File: src/hdl/binary_trie_xor_max_assert.svh
// ----------------------------------------------------------------------------
// Assertion macros for the binary trie block
// Each macro expands to one labelled concurrent assertion on clk, held off
// while rst is high.
// ----------------------------------------------------------------------------
`ifndef BINARY_TRIE_XOR_MAX_ASSERT_SVH
`define BINARY_TRIE_XOR_MAX_ASSERT_SVH

// Condition implies consequence in the same cycle
`define BTXM_ASSERT_HOLDS(lbl, ante, cons, msg) \
  lbl: assert property (@(posedge clk) disable iff (rst) (ante) |-> (cons)) \
    else $error(msg);

// Condition implies consequence in the next cycle
`define BTXM_ASSERT_NEXT(lbl, ante, cons, msg) \
  lbl: assert property (@(posedge clk) disable iff (rst) (ante) |=> (cons)) \
    else $error(msg);

`endif

File: src/hdl/btxm_pkg.sv
// ----------------------------------------------------------------------------
// btxm_pkg
// Sizes, codes, path record type and link row helpers for the binary trie.
// ----------------------------------------------------------------------------
`default_nettype none

package btxm_pkg;

  localparam int KEY_BITS   = 31;
  localparam int NODES      = 4096;
  localparam int CNT_W      = 16;
  localparam int VAL_W      = 31;
  localparam int NODE_W     = $clog2(NODES);
  localparam int USED_W     = $clog2(NODES + 1);
  localparam int STEP_W     = $clog2(KEY_BITS + 1);
  localparam int KIDX_W     = (KEY_BITS > 1) ? $clog2(KEY_BITS) : 1;
  localparam int IN_DATA_W  = ((VAL_W + 7) / 8) * 8;
  localparam int OUT_BITS   = VAL_W + CNT_W + USED_W;
  localparam int OUT_DATA_W = ((OUT_BITS + 7) / 8) * 8;

  localparam logic [CNT_W-1:0] COUNT_MAX = '1;

  typedef enum logic [1:0] {
    OP_INSERT = 2'd0,
    OP_ERASE  = 2'd1,
    OP_COUNT  = 2'd2,
    OP_QUERY  = 2'd3
  } op_t;

  typedef enum logic [1:0] {
    RES_OK        = 2'd0,
    RES_POOL_FULL = 2'd1,
    RES_NOT_FOUND = 2'd2,
    RES_EMPTY     = 2'd3
  } status_t;

  typedef logic [NODE_W-1:0]   node_t;
  typedef logic [2*NODE_W-1:0] row_t;

  // One level of a walked path: node id, its child links and pass count
  typedef struct packed {
    node_t            node;
    row_t             row;
    logic [CNT_W-1:0] pass;
  } path_rec_t;

  function automatic node_t link_of(row_t r, logic b);
    return b ? r[2*NODE_W-1:NODE_W] : r[NODE_W-1:0];
  endfunction

  function automatic row_t set_link(row_t r, logic b, node_t v);
    row_t o;
    o = r;
    if (b) o[2*NODE_W-1:NODE_W] = v;
    else   o[NODE_W-1:0]        = v;
    return o;
  endfunction

endpackage

`default_nettype wire

File: src/hdl/btxm_cell.sv
// ----------------------------------------------------------------------------
// btxm_cell
// One path cell: holds the record of one trie level and takes its
// neighbour's record on every shift.
// ----------------------------------------------------------------------------
`default_nettype none

module btxm_cell (
  input  wire logic               clk,
  input  wire logic               shift,
  input  wire btxm_pkg::path_rec_t d,
  output btxm_pkg::path_rec_t     q
);

  // Take the neighbour's record
  always_ff @(posedge clk) begin
    if (shift) begin
      q <= d;
    end
  end

endmodule

`default_nettype wire

File: src/hdl/btxm_chain.sv
// ----------------------------------------------------------------------------
// btxm_chain
// Row of path cells, one per key level. Records enter at the tail while the
// trie is walked and leave at the head, top level first, while it is updated.
// ----------------------------------------------------------------------------
`default_nettype none

module btxm_chain (
  input  wire logic                clk,
  input  wire logic                shift,
  input  wire btxm_pkg::path_rec_t tail_in,
  output btxm_pkg::path_rec_t      head,
  output btxm_pkg::path_rec_t      head_next
);

  btxm_pkg::path_rec_t q [btxm_pkg::KEY_BITS];

  // Each cell hands its record one place towards the head
  for (genvar i = 0; i < btxm_pkg::KEY_BITS; i++) begin : g_cell
    if (i == btxm_pkg::KEY_BITS - 1) begin : g_tail
      btxm_cell u_cell (.clk(clk), .shift(shift), .d(tail_in), .q(q[i]));
    end else begin : g_mid
      btxm_cell u_cell (.clk(clk), .shift(shift), .d(q[i+1]), .q(q[i]));
    end
  end

  assign head      = q[0];
  assign head_next = q[1];

endmodule

`default_nettype wire

File: config.mk
export PLATFORM = sky130hd
export DESIGN_NAME = btxm_chain
export DESIGN_NICKNAME = d
export VERILOG_FILES = /design/src/hdl/binary_trie_xor_max_assert.svh /design/src/hdl/btxm_pkg.sv /design/src/hdl/btxm_cell.sv /design/src/hdl/btxm_chain.sv
export SDC_FILE = /design/constraint.sdc
export NUM_CORES = 1
export LEC_CHECK = 0
export BUFFER_PORTS_ARGS = -buffer_cell sky130_fd_sc_hd__buf_2
export CAP_MARGIN = 20
export CORE_ASPECT_RATIO = 1.4
export CORE_MARGIN = 2
export CORE_UTILIZATION = 50
export DETAILED_ROUTE_END_ITERATION = 7
export PLACE_DENSITY = 0.63
export SYNTH_ARGS = -nofsm -noshare
export SYNTH_HDL_FRONTEND = slang
export SYNTH_HIERARCHICAL = 1
export SYNTH_SLANG_ARGS = --single-unit
File: constraint.sdc
create_clock -name clk -period 0.8 [get_ports clk]
set_input_delay 0.2 -clock clk [delete_from_list [all_inputs] [get_ports clk]]
set_output_delay 0.2 -clock clk [all_outputs]
set_load 0.02 [all_outputs]
Yosys cells after proc, flatten, opt, wreduce, memory -nomap -nowiden
Cells that the tools add are included.

storage, ports and cells
  word-level logic and storage cells = 93
  register bits after elaboration = 1612
  bits of input ports = 54
  output and inout bits = 104

Logic depth before layout (Yosys ltp)
  word-level depth = 0
  gate-level depth with buffers = 0

Hierarchy
Netlist, hierarchy kept.

modules (own cells, without submodules)
  module     times used  cells an instance  area each (um^2)  seq. area each (um^2)
  btxm_cell  31          52                 1561.5            1561.5

Worst setup path before layout
No wires, ideal clock.

  kind = flip-flop to flip-flop
  from = register g_cell[1].g_mid.u_cell/q[0] (netlist name)
  to = register g_cell[0].g_mid.u_cell/q[0] (netlist name)
  path slack = 0.036 ns
  path buffers = 0
  cell stages (with the launch flop) = 1
  data arrival time = 0.459 ns
  cells stage by stage = edfxtp_1

No word-level cell between the ends.

Worst setup path after layout
  from = register g_cell[0].g_mid.u_cell/q[22] (netlist name)
  to = output port head[22] (netlist bit)

RTL lines
  what           RTL line          text
  end, declared  btxm_chain.sv:12  output btxm_pkg::path_rec_t head,

No word-level cell between the ends.

==> run_results.csv <==
group,metric,value,unit
clock_tree,numCtsBuffers,145,
timing,finalCritPeriodShare,2.03,
yosys,synth_area_leader_cell,"edfxtp_1",
timing,period_needed,1.62,ns
yosys,syn_nets,1666,
drt,drtPass1Iterations,4,
final_layout,area_growth_syn_to_layout,20.0,%
final_layout,diodes,0,
worst_setup_path,critical_path.endpoint_type,"output pin",
global_routing,grt_max_degree,45,
worst_hold_path,min_path_type,"in2reg",
worst_setup_path,worst-r2r-setup-slack,-0.06,ns
clock_tree,root_buffer,"clkbuf_16",
global_routing,grt_overflow,0,
worst_setup_path,crit_type,"reg2out",
floorplanning,num_io_pins,158,
timing,whs,-0.183,ns
worst_setup_path,path_delay_family,"flip-flops",
timing,slew_headroom,0.750,
timing,slew_viol_final,0,
floorplanning,fp-row-count,135,
global_routing,grt_pass1_vias,16600,
yosys,yosys_warnings,6,
floorplanning,initial_core_util,0.502,
global_routing,grt_usage,0.109,
worst_setup_path,slowest_stage,"edfxtp_1",
yosys,seq_area_frac_synth,1.00,
run_status,status,"complete, but fails checks",
power_and_ir_drop,irDropWorstVdd,0.00197,V
floorplanning,dieWidth,267,µm
worst_setup_path,cp-start-kind,"flop",
worst_hold_path,min_to,"g_cell[28].g_mid.u_cell/q[47]$_DFFE_PP_",
worst_setup_path,r2r_start,"g_cell[1].g_mid.u_cell/q[11]$_DFFE_PP_",
drt,drc,0,
yosys,synth-seq-cells,1612,
worst_setup_path,critPathMaxStageDelay,0.51,ns
worst_hold_path,hp-start,"shift",
clock_tree,htreeDepth,4,
clock_tree,clk_latency,0.73,ns
final_layout,multi_input_comb_cells,0,
drt,wl_per_cell,15.3,µm
timing,hold_viol,4,
worst_hold_path,worstHoldPathCells,1,
place,gp_congestion,0.641,
drt,first_iter_violations,1151,
yosys,synth_top_area_frac,1.00,
worst_setup_path,cp_data_arrival_time,1.42,ns
yosys,synthTopCellsByArea,"edfxtp_1 100%",
clock_tree,cts.clk_slew.worst_paths,0.06,ns
drt,via_per_inst,4.61,
clock_tree,cts_sinks,1612,
clock_tree,tritoncts,"yes",
final_layout,fin_nets,2165,
place,io_buffers,157,
yosys,ys_types,1,
global_routing,grt_antenna_before_repair,0,
timing,rsz0062_at_grt,"true",
floorplanning,die_h,372,µm
yosys,synth_top_flop_cell,"edfxtp_1",
timing,fin_ws,-0.822,ns
worst_setup_path,r2r-end,"g_cell[0].g_mid.u_cell/q[11]$_DFFE_PP_",
global_routing,grt_pass1_wl,84100,µm
drt,vias,16300,
yosys,yosys-top-cells-count,"1612 x edfxtp_1",
run_status,violations,"hold timing, setup timing",
power_and_ir_drop,power_density,2940,nW/µm²
drt,postRouteAntennaNets,0,
timing,tightest_slew,0.375,ns
timing,setup_violations,110,
final_layout,multi_input_area,0,µm²
place,dpl-instance-area,52100,µm²
yosys,postSynthAreaPerCell,30.0,µm²
timing,tns,-69.87,ns
worst_setup_path,worst_ep_required_time,0.60,ns
clock_tree,cts_buffer_depth,3,
power_and_ir_drop,leakage,19.9,nW
floorplanning,die_area,99400,µm²
place,hpwl,28200,µm
worst_setup_path,crit_buf_inv,1,
drt,wirelength,53900,µm
yosys,synthCells,1612,
yosys,synth-async-reset-ratio,0,
floorplanning,core,96400,µm²
timing,max_freq,616,MHz
flow_run,max_cap_violations,0,
timing,finClkSkew,0.0218,ns
worst_setup_path,crit_fanout,1,
worst_setup_path,r2r_cells,2,
yosys,syn-cell-area,48400,µm²
yosys,synth_edf_count,1612,
worst_setup_path,crit_chain,"buf_6",
yosys,synth.most_common_cell,"edfxtp_1",
final_layout,final_area,58100,µm²
final_layout,drive_gt1_frac,0.228,
clock_tree,hold_buffers,54,
-- worst max path at each step --
| stage | depth (start not counted) | from | slack (ns) | to |
|---|---|---|---|---|
| 4_1_cts | 1 | g_cell[0].g_mid.u_cell/q[22]$_DFFE_PP_ | -0.90 | head[22] |
| 5_1_grt | 1 | g_cell[0].g_mid.u_cell/q[22]$_DFFE_PP_ | -0.90 | head[22] |
| 3_5_place_dp | 3 | shift | -0.50 | g_cell[2].g_mid.u_cell/q[10]$_DFFE_PP_ |
| 6_report | 1 | g_cell[0].g_mid.u_cell/q[22]$_DFFE_PP_ | -0.82 | head[22] |
| 3_3_place_gp | 3 | shift | -0.47 | g_cell[0].g_mid.u_cell/q[26]$_DFFE_PP_ |
| 2_1_floorplan | 0 | g_cell[1].g_mid.u_cell/q[0]$_DFFE_PP_ | 0.04 | g_cell[0].g_mid.u_cell/q[0]$_DFFE_PP_ |
-- kinds of logic after synthesis --
| kind of cell | count (synthesis) | share of synthesized area |
|---|---|---|
| DFF | 1612 | 1.00 |
-- what timing repair did --
| action | CTS | global route |
|---|---|---|
| gates resized for setup | 84 | 103 |
| hold endpoints to repair | 131 | 54 |
| endpoints found under the setup margin | 104 | 122 |
| buffers inserted | 20 | 10 |
-- flip-flops by register name, indices dropped and copies added (netlist names) --
name,cells
g_cell.g_mid.u_cell/q,1560
g_cell.g_tail.u_cell/q,52
-- metal layers --
layer	global-route usage	routed length, µm	vias to the layer above
met4	0.0478	1530	0
li1	-	-	7640
met5	0	0	-
met2	0.168	25700	333
met1	0.140	23600	8162
met3	0.0402	3090	116
-- report_power, final --
part           switching [mW]  internal, mW
clock                    28.6          39.0
combinational            2.17          1.38
sequential               1.29          98.4
-- cell type report --
| cell class | instances | area [µm²] |
|---|---|---|
| Fill cell | 6562 | 38400 |
| Clock inverter | 85 | 880 |
| Tap cell | 1301 | 1630 |
| Clock buffer | 178 | 3820 |
| Timing Repair Buffer | 352 | 3360 |
| Sequential cell | 1612 | 48400 |
-- stage by stage --
step | power [mW] | cells | setup WS, ns | util | hold WS, ns
6_report | 171 | 3528 | -0.822 | 0.602 | -0.183
3_5_place_dp | 105 | 3186 | -0.495 | 0.540 | 0.378
3_3_place_gp | 104 | 3186 | -0.466 | 0.540 | 0.376
5_1_grt | 177 | 3528 | -0.903 | 0.602 | -0.241
2_1_floorplan | 101 | 1612 | 0.0360 | - | 0.299
4_1_cts | 173 | 3523 | -0.902 | 0.599 | -0.246
-- placed cells by master, fill, tap and decap left out, drive strengths merged --
cell and count:
bufinv 15, inv 12, clkinv 55, clkbuf 178, clkinvlp 3, edfxtp 1612
dlygate4sd3 52, buf 300
No activity file was read; power rests on OpenSTA's default activity.
